==> config.mk <==
export PLATFORM = sky130hd
export DESIGN_NAME = fca_out_stage
export DESIGN_NICKNAME = d
export VERILOG_FILES = /design/src/sv/fca_pkg.sv /design/src/sv/fca_out_stage.sv
export SDC_FILE = /design/constraint.sdc
export NUM_CORES = 1
export LEC_CHECK = 0
export BUFFER_PORTS_ARGS = -buffer_cell sky130_fd_sc_hd__buf_2
export CAP_MARGIN = 10
export CORE_MARGIN = 1.5
export CORE_UTILIZATION = 34
export DETAILED_ROUTE_END_ITERATION = 6
export PLACE_DENSITY = 0.68
export SYNTH_ARGS = -nofsm -noshare
export SYNTH_HDL_FRONTEND = slang
export SYNTH_SLANG_ARGS = --single-unit
==> constraint.sdc <==
create_clock -name clk -period 3.4 [get_ports clk]
set_input_delay 0.34 -clock clk [delete_from_list [all_inputs] [get_ports clk]]
set_output_delay 0.34 -clock clk [all_outputs]
set_load 0.01 [all_outputs]
==> src/sv/fca_pkg.sv <==
`default_nettype none
// ----------------------------------------------------------------------------
// fca_pkg
// Shared types and constants of the cluster chain allocator.
// ----------------------------------------------------------------------------
package fca_pkg;

	localparam int NUM_CLUSTERS_DEF = 4096;
	localparam int PTR_BITS_DEF     = 16;

	localparam int CMD_W  = 3;
	localparam int CNT_W  = 13;
	localparam int CLU_W  = 16;
	localparam int PTR_W  = 16;
	localparam int STAT_W = 2;

	localparam logic [CNT_W-1:0] CNT_MAX = 13'd8191;

	typedef enum logic [CMD_W-1:0] {
		CMD_ALLOC   = 3'd0,
		CMD_FREE    = 3'd1,
		CMD_WRITE   = 3'd2,
		CMD_READ    = 3'd3,
		CMD_SETFREE = 3'd4
	} cmd_t;

	typedef enum logic [STAT_W-1:0] {
		ST_OK       = 2'd0,
		ST_NOSPACE  = 2'd1,
		ST_SENTINEL = 2'd2,
		ST_TOOLONG  = 2'd3
	} status_t;

	typedef enum logic [1:0] {
		S_IDLE = 2'd0,
		S_EXEC = 2'd1,
		S_WALK = 2'd2,
		S_RESP = 2'd3
	} state_t;

	typedef struct packed {
		logic [PTR_W-1:0] pointer;
		status_t          status;
		logic [CNT_W-1:0] free_left;
		logic [CNT_W-1:0] chain_length;
	} result_t;

endpackage
`default_nettype wire

==> src/sv/fca_out_stage.sv <==
`default_nettype none
// ----------------------------------------------------------------------------
// fca_out_stage
// Result register between the sequencer and the response channel.
// ----------------------------------------------------------------------------
module fca_out_stage
	import fca_pkg::*;
(
	input  wire logic              clk,
	input  wire logic              arst_n,
	input  wire logic              res_valid,
	output logic                   res_ready,
	input  wire result_t           res,
	output logic                   rsp_valid,
	input  wire logic              rsp_stall,
	output logic     [PTR_W-1:0]   pointer,
	output logic     [STAT_W-1:0]  status,
	output logic     [CNT_W-1:0]   free_left,
	output logic     [CNT_W-1:0]   chain_length
);

	logic    valid_q;
	result_t data_q;

	// A new result may enter once the held one is gone or leaves this cycle.
	assign res_ready = !valid_q || !rsp_stall;

	always_ff @(posedge clk or negedge arst_n) begin
		if (!arst_n) begin
			valid_q <= 1'b0;
		end else if (res_ready) begin
			valid_q <= res_valid;
		end
	end

	always_ff @(posedge clk) begin
		if (res_valid && res_ready) begin
			data_q <= res;
		end
	end

	assign rsp_valid    = valid_q;
	assign pointer      = data_q.pointer;
	assign status       = data_q.status;
	assign free_left    = data_q.free_left;
	assign chain_length = data_q.chain_length;

endmodule
`default_nettype wire

==> results of run 1 <==
==> sequential cells by signal, summed over array words and instances, names as in the netlist <==
register / cells
pointer: 16
chain_length: 13
free_left: 13
status: 2
rsp_valid: 1
==> cell usage after synthesis <==
library cell / n
edfxtp_1: 44
nand2_1: 1
a21o_1: 1
a21boi_2: 1
dfrtp_1: 1
==> final cells by class <==
type / instances / area share, %
flip-flops and latches: 45 / 66.4
repair buffers: 95 / 23.8
clock buffers: 6 / 3.58
well taps: 48 / 2.96
clock inverters: 2 / 1.73
multi-input cells: 3 / 1.48
==> cells by family (layout without fill, tap and decap cells) <==
| family | after synthesis | count (layout) | share of synthesized area (%) |
|---|---|---|---|
| flops | 45 | 45 | 98.4 |
| simple gates | 1 | 1 | 0.274 |
| compound gates | 2 | 2 | 1.37 |
| buf+inv | 0 | 103 | 0 |
==> per-stage QoR <==
step	power, mW	area (um2)	cells	utilization, %
6_report	1.11	2030	199	53.7
5_1_grt	1.16	2030	199	53.7
4_1_cts	1.13	2030	199	53.7
3_5_place_dp	0.753	1910	190	50.6
3_3_place_gp	0.751	1910	190	50.6
2_1_floorplan	0.695	1370	48	-
==> power by group <==
group	leakage, nW	switching, mW	total (mW)	internal [mW]
registers	0.430	0.00708	0.652	0.645
clock network	0.0552	0.152	0.370	0.218
logic	0.391	0.0464	0.0875	0.0412
total	0.876	0.206	1.11	0.904
==> worst paths after layout <==
kind | depth (start not counted) | start | end | slack (ns)
max in group asynchronous | 2 | arst_n | rsp_valid | 2.95
worst min register to register | 1 | rsp_valid | rsp_valid | 0.62
worst min-delay path | 1 | res[29] | pointer[1] | 0.22
min in group asynchronous | 2 | arst_n | rsp_valid | 0.37
worst max-delay path | 2 | rsp_valid | chain_length[5] | 1.69
worst max register to register | 2 | rsp_valid | chain_length[5] | 1.69
==> per-layer routing <==
metal | track usage, % | up-vias | routed length, um | part of all wire [%]
met4 | 6.12 | 0 | 25 | 1.0
met1 | 10.9 | 358 | 874 | 36
met2 | 18.6 | 68 | 1110 | 46
li1 | - | 393 | - | -
met5 | 0 | - | 0 | 0
met3 | 9.12 | 2 | 404 | 17
==> impl_metrics.yaml, run 1 <==
timing:
  postLayoutSetupSlackWorst_ns: 1.69
  slew_viol_final: 0
  period_share_pct: 50.2
  hold_viol: 0
  fmax_mhz: 586
  fin_setup_tns_ns: 0
  worst_pin_slew_ns: 0.597
  skew_ns: 0.00428
  whs_ns: 0.225
  rsz0062_at_grt: "false"
  fin_crit_ns: 1.71
  relSlewSlack_pct: 60.1
  setup_violations: 0
final_layout:
  fill_cells: 310
  layout_common_cells: "buf_2 (93), edfxtp_1 (44), clkbuf_8 (5)"
  seqCellArea_mm2: 0.00135
  drive_gt1_share_pct: 67.5
  multi_input_area_um2: 30.0
  syn_to_final_growth_pct: 48.1
  final_common_cell: "buf_2"
  antenna_cells: 0
  nets: 198
logic_synthesis:
  synth-seq-cells: 45
  netlist_area_mm2: 0.00137
  yosysSeqAreaShare_pct: 98.4
  synth_top_area_share_pct: 96.5
  yosys-top-cells-area: "edfxtp_1 (97%), dfrtp_1 (1.8%), a21boi_2 (0.82%), a21o_1 (0.55%), nand2_1 (0.27%)"
  synth.net_count: 96
  synth_cells: 48
  yosysTopAreaCell: "edfxtp_1"
  avgSynthCellArea_um2: 28.5
  ys_types: 5
  yosys_warnings: 0
drt:
  drtAntennaViolNets: 0
  dr.pass1.iters: 4
  viasPerCell: 4.13
  drcViolationCount: 0
  vias: 821
  wl_per_cell_um: 12.1
  drtIter0Drc: 18
  drt-total-wl_um: 2410
clock_tree:
  clkSinkCount: 45
  cts_tree: "done"
  cts_setup_buffers: 0
  htreeDepth: 2
  cts_hold_buf: 1
  path_clk_slew_ns: 0.08
  cts_buffer_depth: 2
  cts_resized: 0
  clk_latency_ns: 0.28
  clockRootBuffer: "clkbuf_8"
  numCtsBuffers: 5
floorplan:
  die_w_um: 66.5
  fp.dieArea_mm2: 0.00442
  die_y_um: 66.5
  io_pins: 94
  coreArea_mm2: 0.00377
  row_count: 22
  start_util_pct: 36.3
place:
  place_congestion: 0.725
  pre_cts_ws_ns: 1.66
  port_buffers: 93
grt:
  antenna_found_initial: 0
  grt_remaining_overflow: 0
  grt_start_max_net_pins: 26
  grt_pass1_wl_um: 3590
  grt_pass1_vias: 860
  grt_use_total_pct: 11.8
min_path:
  hold_path.class: "input port to register"
setup_path:
  cp_cell_sequence: "a21boi_4, buf_4"
  crit_buf_inv: 1
  end_kind: "register"
  critical_path.slowest_cell: "a21boi_4"
  crit_family: "compound AO/OA/AOI/OAI gates"
  crit_path_max_incr_delay_ns: 0.53
  cp.arrival_ns: 1.67
  critPathMaxFanout: 25
  start_kind: "register"
  required_ns: 3.36
  critical_path_class: "register to register"
run_status:
  status: "completed"
power:
  p_leak_nw: 0.876
  vdd_ir_drop_max_mv: 0.364
  p_per_area_mw_per_mm2: 548
run:
  drv_cap: 0
(Power assumes the default switching activity.)
==> run 2: changes to the inputs <==
clock period = 1.6 ns   (was 3.4 ns; I/O delays follow)
==> run 2 against run 1 <==
Register-to-register slack worse by 1.3 ns; largest power group unchanged; combinational power is 120% higher; sequential power is 110% higher; critical path depth stayed put; non-clock buffer count stayed put; clock-buffer cell count stayed put; flip-flop and latch count stayed put; first-iteration DRC count grew to 2.8 times the previous value; global-route usage is 0.70 points higher; clock skew is 0.0020 ns higher; power is 120% higher; sequential share of layout area is 0.51 points lower.
==> impl_metrics.yaml, run 2 (synthesis gave the netlist of run 1 again) <==
run_status:
  status: "completed"
power:
  clock_power_share_pct: 34.4
  p_per_area_mw_per_mm2: 1180
  p_comb_share_pct: 8.0
  p_leak_nw: 0.879
  internal-power_mw: 1.93
  power_frac_seq_pct: 57.6
  vdd_ir_drop_max_mv: 0.681
  switching_share_pct: 19.7
  p_switching_mw: 0.474
grt:
  grt_use_total_pct: 12.5
  grt_remaining_overflow: 0
  grt_start_max_net_pins: 45
  grt_pass1_vias: 843
  antenna_found_initial: 0
  grt_pass1_wl_um: 3800
floorplan:
  fp.dieArea_mm2: 0.00442
  coreArea_mm2: 0.00377
  io_pins: 94
  row_count: 22
  die_w_um: 66.5
  die_y_um: 66.5
  start_util_pct: 36.3
setup_path:
  cp.arrival_ns: 1.15
  cp_cell_sequence: "a21boi_4, buf_12"
  critical_path_class: "register to register"
  critical_path.slowest_cell: "dfrtp_2"
  end_kind: "register"
  crit_path_max_incr_delay_ns: 0.44
  start_kind: "register"
  critPathMaxFanout: 44
  required_ns: 1.58
drt:
  drtIter0Drc: 50
  drt-total-wl_um: 2650
  vias: 841
  wl_per_cell_um: 13.3
  dr.pass1.iters: 2
  drcViolationCount: 0
  drtAntennaViolNets: 0
  viasPerCell: 4.23
timing:
  fin_crit_ns: 1.17
  hold_viol: 0
  skew_ns: 0.00624
  period_share_pct: 73.3
  slew_viol_final: 0
  relSlewSlack_pct: 84.7
  rsz0062_at_grt: "false"
  setup_violations: 0
  worst_pin_slew_ns: 0.229
  fmax_mhz: 853
clock_tree:
  cts_resized: 0
  clkSinkCount: 45
  clk_latency_ns: 0.29
  htreeDepth: 2
  cts_buffer_depth: 2
  path_clk_slew_ns: 0.08
  cts_tree: "done"
  numCtsBuffers: 5
  clockRootBuffer: "clkbuf_8"
place:
  place_congestion: 0.669
  dp_cells: 190
  port_buffers: 93
final_layout:
  layout_common_cells: "buf_2 (93), edfxtp_1 (44), clkbuf_8 (5)"
  fill_cells: 311
  antenna_cells: 0
  drive_gt1_share_pct: 68.2
  stdcell_count: 199
  nets: 198
  final_common_cell: "buf_2"
  syn_to_final_growth_pct: 49.4
  largest_reg_flops: 16
  final_util_pct: 54.2
min_path:
  hold_path.class: "input port to register"
run:
  drv_cap: 0
## run 2: cell counts in the layout (fill, tap and decap cells not counted)
No cell type changed its count.
## run 2: path summary, 6_finish.rpt
check	cells past startpoint	slack [ns]	start	endpoint
worst max-delay path	2	0.43	rsp_valid	chain_length[2]
worst min-delay path	1	0.04	res[12]	chain_length[12]
worst max register to register	2	0.43	rsp_valid	chain_length[2]
worst min register to register	1	0.58	rsp_valid	rsp_valid
max in group asynchronous	2	1.32	arst_n	rsp_valid
min in group asynchronous	2	0.18	arst_n	rsp_valid
## run 2: metrics by stage
step | area, um2 | TNS, ns | power [mW] | setup WS, ns | hold slack, ns
after floorplan | 1380 | -2.55 | 1.48 | -0.0579 | -0.136
after global placement | 1920 | 0 | 1.60 | 0.463 | -0.0649
after detailed placement | 1920 | 0 | 1.61 | 0.432 | -0.0569
after CTS | 2040 | 0 | 2.44 | 0.421 | 0.0281
after global routing | 2040 | 0 | 2.51 | 0.378 | 0.0170
final | 2040 | 0 | 2.41 | 0.427 | 0.0376
## run 2: layer usage
layer	up-vias	GRT usage, %	wire length, um
met5	-	0	0
met4	0	5.36	27
met3	4	6.42	267
met2	45	22.3	1470
met1	397	12.0	890
li1	395	-	-
## run 2: area by class of cell
type	count	area (um2)	share of cell area, %
Clock inverter	2	38.8	1.90
Sequential cell	45	1350	65.9
Clock buffer	6	72.6	3.55
Multi-Input combinational cell	3	30.0	1.47
Tap cell	48	60.1	2.94
Timing Repair Buffer	95	495	24.2
## run 2: power groups by stage
stage	Clock (mW)	Sequential (mW)	Combinational, mW
final	0.827	1.39	0.192
after detailed placement	0	1.41	0.195
after CTS	0.858	1.39	0.197
after global routing	0.907	1.39	0.210
after global placement	0	1.41	0.188
after floorplan	0	1.45	0.0262
## run 2: critical path: cells and delay by family, from the launching register on
family,cells,cell delay [ns]
AO/OA/AOI/OAI,1,0.16
buffers and inverters,1,0.25
flip-flops,1,0.44
## run 2: repair_timing
action | in CTS | in global routing
hold endpoints to repair | 1 | 0
buffers inserted | 0 | 0
hold buffers | 1 | 0
endpoints found under the setup margin | 0 | 0
