### src/sv/fca_pkg.sv
`default_nettype none
// ----------------------------------------------------------------------------
// fca_pkg
// Shared types and constants of the cluster chain allocator.
// ----------------------------------------------------------------------------
package fca_pkg;

	localparam int NUM_CLUSTERS_DEF = 4096;
	localparam int PTR_BITS_DEF     = 16;

	localparam int CMD_W  = 3;
	localparam int CNT_W  = 13;
	localparam int CLU_W  = 16;
	localparam int PTR_W  = 16;
	localparam int STAT_W = 2;

	localparam logic [CNT_W-1:0] CNT_MAX = 13'd8191;

	typedef enum logic [CMD_W-1:0] {
		CMD_ALLOC   = 3'd0,
		CMD_FREE    = 3'd1,
		CMD_WRITE   = 3'd2,
		CMD_READ    = 3'd3,
		CMD_SETFREE = 3'd4
	} cmd_t;

	typedef enum logic [STAT_W-1:0] {
		ST_OK       = 2'd0,
		ST_NOSPACE  = 2'd1,
		ST_SENTINEL = 2'd2,
		ST_TOOLONG  = 2'd3
	} status_t;

	typedef enum logic [1:0] {
		S_IDLE = 2'd0,
		S_EXEC = 2'd1,
		S_WALK = 2'd2,
		S_RESP = 2'd3
	} state_t;

	typedef struct packed {
		logic [PTR_W-1:0] pointer;
		status_t          status;
		logic [CNT_W-1:0] free_left;
		logic [CNT_W-1:0] chain_length;
	} result_t;

endpackage
`default_nettype wire

### src/sv/fca_engine.sv
`default_nettype none
// ----------------------------------------------------------------------------
// fca_engine
// Command sequencer: walks chains through the next-pointer RAM one entry per
// cycle and keeps the free-list head and free count.
// ----------------------------------------------------------------------------
module fca_engine
	import fca_pkg::*;
#(
	parameter int NUM_CLUSTERS = NUM_CLUSTERS_DEF,
	parameter int PTR_BITS     = PTR_BITS_DEF
) (
	input  wire logic                            clk,
	input  wire logic                            arst_n,
	input  wire logic                            req_valid,
	output logic                                 req_stall,
	input  wire logic [CMD_W-1:0]                cmd,
	input  wire logic [CNT_W-1:0]                count,
	input  wire logic [CLU_W-1:0]                cluster,
	input  wire logic [CLU_W-1:0]                entry_value,
	output logic                                 rd_en,
	output logic      [$clog2(NUM_CLUSTERS)-1:0] rd_addr,
	input  wire logic [PTR_BITS-1:0]             rd_data,
	output logic                                 wr_en,
	output logic      [$clog2(NUM_CLUSTERS)-1:0] wr_addr,
	output logic      [PTR_BITS-1:0]             wr_data,
	output logic                                 res_valid,
	input  wire logic                            res_ready,
	output result_t                              res
);

	localparam int AW = $clog2(NUM_CLUSTERS);
	localparam int LW = $clog2(NUM_CLUSTERS + 1);
	localparam int SW = ((LW > CNT_W) ? LW : CNT_W) + 1;
	localparam int CW = ((PTR_BITS > 17) ? PTR_BITS : 17) + 1;

	localparam logic [PTR_BITS-1:0] MARK_LAST     = '1;
	localparam logic [PTR_BITS-1:0] MARK_INVALID  = MARK_LAST - PTR_BITS'(1);
	localparam logic [PTR_BITS-1:0] MARK_RESERVED = MARK_LAST - PTR_BITS'(2);
	localparam logic [CNT_W-1:0]    CNT_CAP       =
		(NUM_CLUSTERS < 8191) ? CNT_W'(NUM_CLUSTERS) : CNT_MAX;

	function automatic logic in_table(input logic [PTR_BITS-1:0] p);
		return CW'(p) < CW'(NUM_CLUSTERS);
	endfunction

	state_t               state_q, state_d;
	cmd_t                 cmd_q;
	logic [CNT_W-1:0]     cnt_q;
	logic [PTR_BITS-1:0]  clus_q;
	logic [PTR_BITS-1:0]  val_q;
	logic [PTR_BITS-1:0]  cur_q;
	logic [CNT_W-1:0]     k_q;
	logic [LW-1:0]        len_q;
	logic [PTR_BITS-1:0]  free_head_q;
	logic [CNT_W-1:0]     free_count_q;
	logic [PTR_BITS-1:0]  res_ptr_q;
	status_t              res_status_q;
	logic [CNT_W-1:0]     res_chain_q;

	logic                 nx_in_table;
	logic [PTR_BITS-1:0]  nx;
	logic                 alloc_bad;
	logic                 clus_sentinel;
	logic                 walk_done;
	logic                 free_ok;
	logic                 needs_walk;
	logic [SW-1:0]        free_sum;
	logic [CNT_W-1:0]     free_sum_cap;
	logic [CNT_W-1:0]     set_count_cap;

	// A pointer outside the table reads as the end of the chain.
	assign nx          = in_table(cur_q) ? rd_data : MARK_LAST;
	assign nx_in_table = in_table(nx);
	assign alloc_bad   = (cnt_q == '0) || (cnt_q > free_count_q);
	assign clus_sentinel = (clus_q == MARK_INVALID) || (clus_q == MARK_RESERVED) ||
		(clus_q == MARK_LAST) || !in_table(clus_q);
	assign free_ok     = (nx == MARK_LAST);

	assign free_sum      = SW'(free_count_q) + SW'(len_q);
	assign free_sum_cap  = (free_sum > SW'(CNT_CAP)) ? CNT_CAP : CNT_W'(free_sum);
	assign set_count_cap = (cnt_q > CNT_CAP) ? CNT_CAP : cnt_q;

	always_comb begin
		case (cmd_q)
			CMD_ALLOC: needs_walk = !alloc_bad;
			CMD_FREE:  needs_walk = !clus_sentinel;
			CMD_READ:  needs_walk = 1'b1;
			default:   needs_walk = 1'b0;
		endcase
	end

	always_comb begin
		case (cmd_q)
			CMD_ALLOC: walk_done = (k_q == CNT_W'(1));
			CMD_FREE:  walk_done = free_ok || !nx_in_table || (len_q >= LW'(NUM_CLUSTERS));
			default:   walk_done = 1'b1;
		endcase
	end

	// Next state.
	always_comb begin
		state_d = state_q;
		unique case (state_q)
			S_IDLE: if (req_valid) state_d = S_EXEC;
			S_EXEC: state_d = needs_walk ? S_WALK : S_RESP;
			S_WALK: if (walk_done) state_d = S_RESP;
			S_RESP: if (res_ready) state_d = S_IDLE;
			default: state_d = S_IDLE;
		endcase
	end

	// Memory port and handshake outputs.
	always_comb begin
		rd_en     = 1'b0;
		rd_addr   = AW'(cur_q);
		wr_en     = 1'b0;
		wr_addr   = AW'(cur_q);
		wr_data   = free_head_q;
		req_stall = 1'b1;
		res_valid = 1'b0;
		unique case (state_q)
			S_IDLE: begin
				req_stall = 1'b0;
			end
			S_EXEC: begin
				if (cmd_q == CMD_WRITE) begin
					wr_en   = in_table(clus_q);
					wr_addr = AW'(clus_q);
					wr_data = val_q;
				end else begin
					rd_en = needs_walk;
				end
			end
			S_WALK: begin
				if (!walk_done) begin
					rd_en   = 1'b1;
					rd_addr = AW'(nx);
				end else if (cmd_q == CMD_ALLOC) begin
					wr_en   = in_table(cur_q);
					wr_data = MARK_LAST;
				end else if (cmd_q == CMD_FREE) begin
					wr_en   = free_ok;
					wr_data = free_head_q;
				end
			end
			S_RESP: begin
				res_valid = 1'b1;
			end
			default: begin
				req_stall = 1'b1;
			end
		endcase
	end

	always_ff @(posedge clk or negedge arst_n) begin
		if (!arst_n) begin
			state_q      <= S_IDLE;
			free_head_q  <= MARK_LAST;
			free_count_q <= '0;
		end else begin
			state_q <= state_d;
			if (state_q == S_EXEC && cmd_q == CMD_SETFREE) begin
				free_head_q  <= clus_q;
				free_count_q <= set_count_cap;
			end
			if (state_q == S_WALK && walk_done) begin
				if (cmd_q == CMD_ALLOC) begin
					free_head_q  <= nx;
					free_count_q <= free_count_q - cnt_q;
				end else if (cmd_q == CMD_FREE && free_ok) begin
					free_head_q  <= clus_q;
					free_count_q <= free_sum_cap;
				end
			end
		end
	end

	always_ff @(posedge clk) begin
		unique case (state_q)
			S_IDLE: begin
				if (req_valid) begin
					cmd_q  <= cmd_t'(cmd);
					cnt_q  <= count;
					clus_q <= PTR_BITS'(cluster);
					val_q  <= PTR_BITS'(entry_value);
					cur_q  <= (cmd_t'(cmd) == CMD_ALLOC) ? free_head_q : PTR_BITS'(cluster);
				end
			end
			S_EXEC: begin
				k_q          <= cnt_q;
				len_q        <= LW'(1);
				res_ptr_q    <= '0;
				res_status_q <= ST_OK;
				res_chain_q  <= '0;
				if (cmd_q == CMD_ALLOC && alloc_bad) begin
					res_status_q <= ST_NOSPACE;
					res_ptr_q    <= MARK_INVALID;
				end
				if (cmd_q == CMD_FREE && clus_sentinel) begin
					res_status_q <= ST_SENTINEL;
				end
			end
			S_WALK: begin
				case (cmd_q)
					CMD_ALLOC: begin
						k_q <= k_q - CNT_W'(1);
						if (walk_done) begin
							res_ptr_q <= free_head_q;
						end else begin
							cur_q <= nx;
						end
					end
					CMD_FREE: begin
						if (free_ok) begin
							res_chain_q <= CNT_W'(len_q);
						end else if (walk_done) begin
							res_status_q <= ST_TOOLONG;
						end else begin
							len_q <= len_q + LW'(1);
							cur_q <= nx;
						end
					end
					CMD_READ: begin
						res_ptr_q <= nx;
					end
					default: begin
						res_ptr_q <= '0;
					end
				endcase
			end
			default: begin
			end
		endcase
	end

	assign res.pointer      = PTR_W'(res_ptr_q);
	assign res.status       = res_status_q;
	assign res.free_left    = free_count_q;
	assign res.chain_length = res_chain_q;

`ifndef SYNTHESIS
	a_count_capped: assert property (@(posedge clk) disable iff (!arst_n)
		free_count_q <= CNT_CAP)
		else $error("free count above its cap");

	a_port_exclusive: assert property (@(posedge clk) disable iff (!arst_n)
		!(rd_en && wr_en))
		else $error("table read and write in the same cycle");

	a_alloc_steps: assert property (@(posedge clk) disable iff (!arst_n)
		(state_q == S_WALK && cmd_q == CMD_ALLOC) |-> (k_q != '0))
		else $error("allocation walk ran past its count");

	a_free_links: assert property (@(posedge clk) disable iff (!arst_n)
		(state_q == S_WALK && cmd_q == CMD_FREE && free_ok) |=>
			(free_head_q == $past(clus_q)) && (state_q == S_RESP))
		else $error("freed chain not placed at the head of the free list");
`endif

endmodule
`default_nettype wire

### config.mk
export PLATFORM = sky130hd
export DESIGN_NAME = fca_engine
export DESIGN_NICKNAME = d
export VERILOG_FILES = /design/src/sv/fca_pkg.sv /design/src/sv/fca_engine.sv
export SDC_FILE = /design/constraint.sdc
export NUM_CORES = 1
export LEC_CHECK = 0
export BUFFER_PORTS_ARGS = -buffer_cell sky130_fd_sc_hd__buf_4
export CAP_MARGIN = 20
export CELL_PAD_IN_SITES_DETAIL_PLACEMENT = 1
export CELL_PAD_IN_SITES_GLOBAL_PLACEMENT = 2
export CORE_MARGIN = 5
export CORE_UTILIZATION = 39
export DETAILED_ROUTE_END_ITERATION = 7
export GPL_TIMING_DRIVEN = 0
export PLACE_DENSITY = 0.86
export SYNTH_ARGS = -nofsm -noshare
export SYNTH_HDL_FRONTEND = slang
export SYNTH_SLANG_ARGS = --single-unit
### constraint.sdc
create_clock -name clk -period 7.35 [get_ports clk]
set_input_delay 0 -clock clk [delete_from_list [all_inputs] [get_ports clk]]
set_output_delay 0 -clock clk [all_outputs]
set_load 0.02 [all_outputs]
==> key figures, run 1 <==
Run status
  – Status: finished clean

Worst hold path
  – Hold Path End: state_q[1]
  – Hold_sp: req_valid
  – Worst hold stages: 4
  – Worst min path class: in -> reg

Floorplanning
  – Rows: 55
  – I/O Pins: roughly 160
  – Die height: between 150 and 200 µm
  – Starting density of the core: 39.50%
  – Full die area: ~26000 µm²
  – Die width: approximately 160 µm
  – Placeable Area: 22570 µm²

Synth
  – EDFF count, synth: 121
  – #FFs+latches synth: roughly 150
  – Synth cell types: 72
  – Syn_nets: roughly 940
  – Top_reg_cell synth: edfxtp_1
  – Leading area contributor after synthesis: edfxtp_1
  – Post-synth design cell area: approximately 9000 µm²
  – Post-Synthesis Cells: ~840
  – Post-synth top area share: 40.75%
  – Ranking of synthesized cells by area: edfxtp_1, nor2_1, ha_1, dfstp_2, dfrtp_1
  – Ys async rst share: between 20% and 30%
  – Synthesis warning total: 0
  – Post-synthesis area per instance: 10.63 µm²
  – Seq/Total Area, Yosys: just under 50%

CTS
  – Number of hold buffers added after cts: 51
  – Post-CTS Setup Bufs: 0
  – Post-cts sizing count: 0
  – CTS tree: yes
  – Number of CTS-inserted buffers: 17
  – Latest clock arrival within the worst-skew pair: roughly 440 ps
  – H-Tree Depth: 4
  – CTS clock-pin slew for the worst setup and hold paths: approximately 70 ps
  – CTS Buffer Depth: 2
  – Clk sinks: around 150
  – Root Buffer: clkbuf_16

Setup path
  – Reg2reg path depth: 7
  – Worst EP arrival: 3340 ps
  – CP Max Fanout: 10
  – FF-to-FF End: len_q[9]
  – Reg2reg setup slack: ~4300 ps
  – Worst setup EP type: output pin
  – CP Launch Type: flip-flop
  – Critical Path RT: 7350 ps
  – Worst r2r src: k_q[0]
  – Kind of critical path: reg -> out

Global route
  – Gr usage total: about a quarter
  – Number of global-route vias before repair: about 8300
  – Overflow after GRT: 0
  – First-pass GRT wire length: 47.77 mm
  – Antenna violations before repair: 0
  – Pin count of the biggest net entering global routing: 32

Placement
  – # placed instances: about 1300
  – Detailed placement HPWL: between 20 and 25 mm
  – Placed cell areas: between 10000 and 15000 µm²
  – GPL Wtd Cong: slightly below 0.9
  – Port bufs: about 160
  – Dpl ws: around 4300 ps

Detailed routing
  – WL final: between 30 and 40 mm
  – Residual DRC count: 0
  – Vias/cell: 5.634
  – First drt pass iteration count: 5
  – WL/cell: 22.78 µm
  – DRT iter0 DRCs: around 460
  – DR vias: about 7700
  – Antenna-violating nets left: 0

Layout
  – Most common cell after layout, fill and taps aside: buf_4
  – Commonest cells after routing, fill and taps aside: buf_4, edfxtp_1, nor2_1, a21oi_1, dlygate4sd3_1
  – Layout cells sized above 1: approximately 24%
  – Final instance count without filler cells: 1368
  – Nets@finish: 1174
  – Design Area, Final: 11570 µm²
  – Syn-to-layout area delta: 29.72%
  – # diodes: 0

Flow run
  – Max-Cap Viols: 0

Timing
  – Skew final: ~12 ps
  – Slew margin rel.: 32.18%
  – Final period util: a little under half
  – Measured slew at the worst slew-check pin: ~1000 ps
  – Setup TNS: 0 ps
  – Final setup fails: 0
  – Min Hold Slack: approximately 35 ps
  – Fin crit period: roughly 3300 ps
  – F_max: about 300 MHz
  – Fin worst setup slack: around 4000 ps
  – Final hold viol count: 0
  – Fin. max-slew vios: 0
  – RSZ-0062 raised after global routing: no

Pwr
  – Pwr Density: around 470 nW/µm²
  – Worst vdd ir: 227.9 µV
  – LEAKAGE: approximately 4.6 nW
flip-flops by register name, indices dropped and copies added (netlist names), 16 cells and up:
signal	cells
val_q	16
free_head_q	16
cur_q	16
res_ptr_q	16
clus_q	16
power by group:
| part | leakage, nW | switching, W | total, W | internal (W) |
|---|---|---|---|---|
| registers | 1.51 | 0.000336 | 0.00176 | 0.00143 |
| clock network | 0.258 | 0.000398 | 0.000836 | 0.000438 |
| logic | 2.85 | 0.00171 | 0.00283 | 0.00112 |
logic make-up after synthesis:
logic type / count (synthesis) / share of synthesized area (%)
AOI/OAI and AO/OA: 218 / 16.54
xor gates and xnor gates: 35 / 3.438
adders and majority gates: 36 / 5.220
buffers and inverters: 74 / 3.550
DFF: 152 / 49.68
muxes: 58 / 7.059
and+or+nand+nor: 266 / 14.51
worst max path at each step:
| stage | endpoint | from | depth (start not counted) | slack (ps) |
|---|---|---|---|---|
| after floorplan | cur_q[0] | state_q[0] | 5 | 4280 |
| after global placement | cur_q[11] | state_q[0] | 5 | 2780 |
| after detailed placement | len_q[5] | k_q[0] | 7 | 4330 |
| after CTS | wr_data[7] | cmd_q[1] | 9 | 4060 |
| after global routing | wr_data[7] | cmd_q[1] | 9 | 3770 |
| final | wr_data[13] | cmd_q[0] | 9 | 4010 |
critical path, cell delays in order, from the launching register on:
cell,delay (ps)
edfxtp_1,490
nor3_1,650
nand3_1,140
nor2_1,760
buf_2,360
nor2_1,60
nor2_1,90
a21oi_1,50
nor2_1,140
buf_4,160
cells in the mapped netlist, types with 5 or more instances:
cell type,count
nand3_1,14
o21ai_0,39
xnor2_1,17
mux2_4,5
ha_1,34
inv_1,34
o22ai_1,20
nor4_1,8
a22oi_1,25
dfstp_2,16
nor3_1,15
xor2_1,18
nand2_1,41
mux2i_1,34
and3_1,6
nand2b_1,10
edfxtp_1,121
clkbuf_1,25
o221ai_1,5
nand4_1,6
mux2_2,19
a221o_1,15
dfrtp_1,15
nor2_1,116
and2_1,14
buf_2,7
nor2b_1,6
or3_1,6
a21oi_1,61
or2b_1,9
o21a_1,7
through the flow:
stage / total power [W] / utilization (%)
finish: 0.005427 / 51.24
floorplan: 0.003443 / -
global route: 0.005767 / 51.24
global placement: 0.004442 / 46.24
detailed placement: 0.004560 / 46.58
CTS: 0.005444 / 51.24
final cells by class:
cell class	instances	area, µm²
Fill cell	2491	11010
Sequential cell	152	4429
Multi-Input combinational cell	613	4178
Timing Repair Buffer	212	1744
Clock buffer	17	425.4
Tap cell	285	356.6
Buffer	40	188.9
Inverter	34	127.6
Clock inverter	15	116.4
routing by layer:
metal / up-vias / global-route usage [%] / wire [µm] / share of wire, %
met3: 42 / 4.159 / 1559 / 5.0
met5: - / 0 / 0 / 0
li1: 3596 / - / - / -
met4: 0 / 7.677 / 693 / 2.2
met1: 3838 / 31.48 / 13800 / 44
met2: 231 / 39.89 / 15110 / 48
(Power assumes the default switching activity.)
==> run 2: changes to the inputs <==
--- a/config.mk
+++ b/config.mk
@@ -10,10 +10,10 @@
 export CELL_PAD_IN_SITES_DETAIL_PLACEMENT = 1
 export CELL_PAD_IN_SITES_GLOBAL_PLACEMENT = 2
 export CORE_MARGIN = 5
-export CORE_UTILIZATION = 39
+export CORE_UTILIZATION = 33
 export DETAILED_ROUTE_END_ITERATION = 7
 export GPL_TIMING_DRIVEN = 0
-export PLACE_DENSITY = 0.86
+export PLACE_DENSITY = 0.77
 export SYNTH_ARGS = -nofsm -noshare
 export SYNTH_HDL_FRONTEND = slang
 export SYNTH_SLANG_ARGS = --single-unit
==> constraint.sdc (replaced) <==
create_clock -name clk -period 2.7 [get_ports clk]
set_input_delay 0 -clock clk [delete_from_list [all_inputs] [get_ports clk]]
set_output_delay 0 -clock clk [all_outputs]
set_load 0.02 [all_outputs]
==> key figures, run 2 (synthesis gave the netlist of run 1 again) <==
CTS
  – CTS Buffer Depth: 2
  – Root Buffer: clkbuf_16
  – H-Tree Depth: 4
  – CTS clock-pin slew for the worst setup and hold paths: around 70 ps
  – Number of CTS-inserted buffers: 17
  – CTS tree: yes
  – Latest clock arrival within the worst-skew pair: between 400 and 500 ps
  – Clk sinks: between 150 and 200

Global route
  – Overflow after GRT: 0
  – Number of global-route vias before repair: around 8400
  – Antenna violations before repair: 0
  – Pin count of the biggest net entering global routing: 32
  – Gr usage total: a little over a fifth
  – First-pass GRT wire length: about 50 mm

Placement
  – Placed cell areas: 10600 µm²
  – Port bufs: 155
  – GPL Wtd Cong: about 0.83
  – Detailed placement HPWL: roughly 23 mm

Timing
  – Measured slew at the worst slew-check pin: roughly 900 ps
  – Fin. max-slew vios: 0
  – Final period util: 101.6%
  – Final hold viol count: 0
  – F_max: ~360 MHz
  – Slew margin rel.: 38.55%
  – RSZ-0062 raised after global routing: yes
  – Setup TNS: -44.08 ps
  – Final setup fails: 1
  – Fin crit period: around 2700 ps
  – Skew final: between 15 and 20 ps
  – Fin worst setup slack: -44.08 ps

Floorplanning
  – Die height: about 170 µm
  – Starting density of the core: between 30% and 40%
  – Placeable Area: between 20000 and 30000 µm²
  – Full die area: between 30000 and 40000 µm²
  – I/O Pins: ~160
  – Rows: 60
  – Die width: between 150 and 200 µm

Detailed routing
  – WL final: approximately 34 mm
  – DR vias: 8000
  – Antenna-violating nets left: 0
  – WL/cell: roughly 23 µm
  – Residual DRC count: 0
  – Vias/cell: about 5.4
  – First drt pass iteration count: 4
  – DRT iter0 DRCs: 527

Run status
  – Status: complete, but fails checks
  – Failing checks: setup timing

Pwr
  – Pwr Density: 1265 nW/µm²
  – Clock Power Share: 15.3%
  – LEAKAGE: approximately 5 nW
  – Internal power: 0.008752 W
  – Seq pwr share: between 30 and 40%
  – Sw Pwr: about 0.0072 W
  – Net Sw Frac: 45.30%
  – Comb power frac: 54.3%
  – Worst vdd ir: 502.4 µV

Layout
  – Multi-input gate area: 4599 µm²
  – Register area: roughly 4400 µm²
  – Design Area, Final: 12650 µm²
  – Layout cells sized above 1: between 30 and 40%
  – Fillers: 2925
  – Final core occ: 47.18%
  – # diodes: 0
  – Most common cell after layout, fill and taps aside: buf_4
  – Nets@finish: between 1000 and 1500
  – Commonest cells after routing, fill and taps aside: buf_4, edfxtp_1, nor2_1, a21oi_1, dlygate4sd3_1
  – Syn-to-layout area delta: 41.83%

Setup path
  – Critical Path RT: ~2700 ps
  – Worst EP arrival: about 2700 ps
  – CP Max Fanout: 4
  – Worst setup EP type: output pin
  – Kind of critical path: reg -> out
  – CP Launch Type: flip-flop

Flow run
  – Max-Cap Viols: 0

Worst hold path
  – Worst min path class: in -> reg
-- run 2: changes by cell type in the layout (fill, tap and decap cells not counted), moves of 4 or more --
cell,previous run,this run
ha_4,0,12
clkbuf_1,25,15
inv_2,0,4
buf_4,157,206
clkinv_8,0,5
inv_6,6,2
inv_1,34,30
dfrtp_1,15,11
buf_6,4,8
ha_1,34,20
clkbuf_2,0,7
dfrtp_2,0,4
-- run 2: metrics by stage --
step                instances  hold WS (ps)  total power [W]  setup slack, ps
global placement         1335        -14.55          0.01220            -1091
global route             1480         65.21          0.01696           -185.5
floorplan                 839        -295.6         0.009366            91.70
CTS                      1451         26.78          0.01548           -102.1
finish                   1480         37.02          0.01600           -44.08
detailed placement       1341        -16.06          0.01249           -396.7
-- run 2: path summary, 6_finish.rpt --
| kind | from | end | slack [ps] | depth (start not counted) |
|---|---|---|---|---|
| max reg2reg | free_count_q[0] | free_count_q[11] | 10 | 11 |
| min in group asynchronous | arst_n | free_count_q[2] | 60 | 2 |
| min reg2reg | clus_q[8] | free_head_q[8] | 620 | 2 |
| max | cnt_q[8] | rd_en | -40 | 9 |
| max in group asynchronous | arst_n | free_head_q[0] | 2270 | 2 |
| min | rd_data[5] | cur_q[5] | 40 | 4 |
-- run 2: power by group through the flow --
stage	clock network [W]	logic [W]	registers (W)
after CTS	0.00248	0.00820	0.00480
final	0.00245	0.00869	0.00486
after detailed placement	0	0.00765	0.00483
after global placement	0	0.00737	0.00483
after global routing	0.00257	0.00942	0.00496
after floorplan	0	0.00449	0.00488
-- run 2: worst max-delay path, cell delays in order, from the launching register on --
cell	delay, ps
edfxtp_1	430
inv_1	120
ha_4	300
nand2_1	110
a2111oi_4	420
a32oi_2	180
o31a_1	350
o21ai_2	140
and2_4	150
buf_6	110
-- run 2: area by class of cell --
cell class	instances	share of cell area (%)
Multi-Input combinational cell	613	36.37
Timing Repair Buffer	269	17.68
Inverter	34	1.009
Sequential cell	152	35.06
Clock buffer	17	3.364
Clock inverter	15	1.395
Tap cell	341	3.374
Buffer	39	1.741
-- run 2: routing by layer --
metal	vias up	track usage [%]	wire length [µm]
li1	3709	-	-
met1	4004	28.17	15010
met2	234	34.47	15940
met3	53	4.763	1877
met4	0	6.500	726
met5	-	0	0
-- run 2: what timing repair did --
item                                   4_1_cts  5_1_grt
pin swaps                                   12       26
hold buffers                                52        0
setup buffers                               26       29
setup endpoints to repair                  147       59
cloned                                       0        1
endpoints found under the hold margin       95        0
resized for setup                           46       50
==> run 3: changes to the inputs <==
--- a/config.mk
+++ b/config.mk
@@ -14,6 +14,7 @@
 export DETAILED_ROUTE_END_ITERATION = 7
 export GPL_TIMING_DRIVEN = 0
 export PLACE_DENSITY = 0.77
+export RECOVER_POWER = 50
 export SYNTH_ARGS = -nofsm -noshare
 export SYNTH_HDL_FRONTEND = slang
 export SYNTH_SLANG_ARGS = --single-unit
==> key figures, run 3 (synthesis gave the netlist of run 1 again) <==
Run status
  – Status: complete, but fails checks
  – Failing checks: capacitance limit, slew limit, setup timing

Pwr
  – Clock Power Share: 15.6%
  – Worst vdd ir: 507.0 µV
  – Comb power frac: around 54%
  – Seq pwr share: just over 30%
  – LEAKAGE: 4.812 nW
  – Sw Pwr: 0.007248 W
  – Pwr Density: around 1300 nW/µm²
  – Net Sw Frac: between 40% and 50%
  – Internal power: between 0.008 and 0.009 W
  – Total power: around 0.016 W

Timing
  – Fin crit period: 2732 ps
  – Measured slew at the worst slew-check pin: slightly above 2000 ps
  – Skew final: 18.61 ps
  – Final period util: 101.2%
  – Final hold viol count: 0
  – Slew margin rel.: -37.28%
  – F_max: around 370 MHz
  – Fin worst setup slack: -32.27 ps
  – Fin. max-slew vios: 32
  – RSZ-0062 raised after global routing: yes
  – Final setup fails: 3
  – Min Hold Slack: between 40 and 50 ps

Layout
  – Commonest cells after routing, fill and taps aside: edfxtp_1, buf_4, nor2_1, clkbuf_1, a21oi_1
  – Design Area, Final: about 12000 µm²
  – Layout cells sized above 1: between 20 and 30%
  – Most common cell after layout, fill and taps aside: edfxtp_1
  – Multi-input gate area: ~4600 µm²
  – Nets@finish: between 1000 and 1500
  – Register area: approximately 4400 µm²
  – # diodes: 0
  – Syn-to-layout area delta: 39.63%
  – Fillers: about 3000

Worst hold path
  – Worst hold stages: 4
  – Worst min path class: in -> reg
  – Hold Path End: cur_q[5]
  – Hold_sp: rd_data[5]

Floorplanning
  – Die height: ~170 µm
  – Full die area: around 30000 µm²
  – Starting density of the core: ~33%
  – Placeable Area: 26800 µm²
  – Die width: around 170 µm
  – I/O Pins: between 150 and 200
  – Rows: 60

Detailed routing
  – First drt pass iteration count: 4
  – WL final: about 34 mm
  – Vias/cell: 5.366
  – Antenna-violating nets left: 0
  – WL/cell: approximately 23 µm
  – DRT iter0 DRCs: 530
  – Residual DRC count: 0
  – DR vias: 7942

Setup path
  – CP Launch Type: flip-flop
  – Worst setup EP type: output pin
  – FF-to-FF End: free_count_q[11]
  – Critical Path RT: approximately 2700 ps
  – Reg2reg path depth: 11
  – Kind of critical path: reg -> out
  – CP Max Fanout: 3
  – Reg2reg setup slack: -20 ps
  – Worst r2r src: free_count_q[0]
  – Worst EP arrival: roughly 2700 ps

Placement
  – Port bufs: ~160
  – GPL Wtd Cong: 0.8291
  – Detailed placement HPWL: about 23 mm
  – Placed cell areas: approximately 11000 µm²

CTS
  – CTS clock-pin slew for the worst setup and hold paths: ~70 ps
  – H-Tree Depth: 4
  – Latest clock arrival within the worst-skew pair: roughly 450 ps
  – Root Buffer: clkbuf_16
  – Clk sinks: around 150
  – Number of CTS-inserted buffers: 17
  – CTS Buffer Depth: 2
  – CTS tree: yes

Global route
  – Overflow after GRT: 0
  – Antenna violations before repair: 0
  – Pin count of the biggest net entering global routing: 32
  – Gr usage total: 21.16%
  – First-pass GRT wire length: ~50 mm
  – Number of global-route vias before repair: 8364

Flow run
  – Max-Cap Viols: 1
run 3: how the worst max path moves through the flow:
stage | end | startpoint | cells past startpoint | slack [ps]
after global placement | cur_q[11] | state_q[0] | 5 | -1090
after global routing | rd_en | cnt_q[7] | 9 | -190
after CTS | rd_en | free_count_q[3] | 9 | -100
final | rd_en | free_count_q[3] | 9 | -30
after floorplan | len_q[0] | cur_q[15] | 5 | 90
after detailed placement | res_ptr_q[9] | state_q[0] | 7 | -400
run 3: what timing repair did:
item	4_1_cts	5_1_grt
gates cloned	0	1
setup endpoints to repair	147	59
gates resized for setup	46	50
buffers inserted	26	29
endpoints found under the hold margin	95	0
pin swaps	12	26
hold buffers	52	0
run 3: metrics by stage:
stage | TNS (ps) | cells | util, % | setup slack [ps]
floorplan | 0 | 839 | - | 91.70
global placement | -52990 | 1335 | 39.21 | -1091
detailed placement | -17280 | 1341 | 39.55 | -396.7
CTS | -107.5 | 1451 | 45.22 | -102.1
global route | -2107 | 1480 | 46.45 | -185.5
finish | -54.55 | 1480 | 46.45 | -32.27
run 3: power by group through the flow:
stage / registers (W) / clock network, W / logic (W)
2_1_floorplan: 0.00488 / 0 / 0.00449
3_3_place_gp: 0.00483 / 0 / 0.00737
3_5_place_dp: 0.00483 / 0 / 0.00765
4_1_cts: 0.00480 / 0.00248 / 0.00820
5_1_grt: 0.00496 / 0.00257 / 0.00917
6_report: 0.00485 / 0.00245 / 0.00844
run 3: critical path, stage by stage, from the launching register on:
cell	delay, ps
dfrtp_2	440
ha_4	280
o21a_1	160
o31ai_4	100
a2111oi_4	370
a32oi_2	180
o31a_1	350
o21ai_2	140
and2_4	160
buf_6	110
run 3: area by class of cell:
type	count	area share [%]
repair buffers	269	16.39
well taps	341	3.427
inverters	34	1.025
clock inverters	15	1.417
plain buffers	39	1.759
multi-input cells	613	36.94
flip-flops and latches	152	35.62
clock buffers	17	3.417
run 3: routing by layer:
layer	global-route usage [%]	vias up	part of all wire, %
met2	34.47	201	48
met3	4.763	44	5.1
met5	0	-	0
met4	6.500	0	1.8
met1	28.17	3989	45
li1	-	3708	-
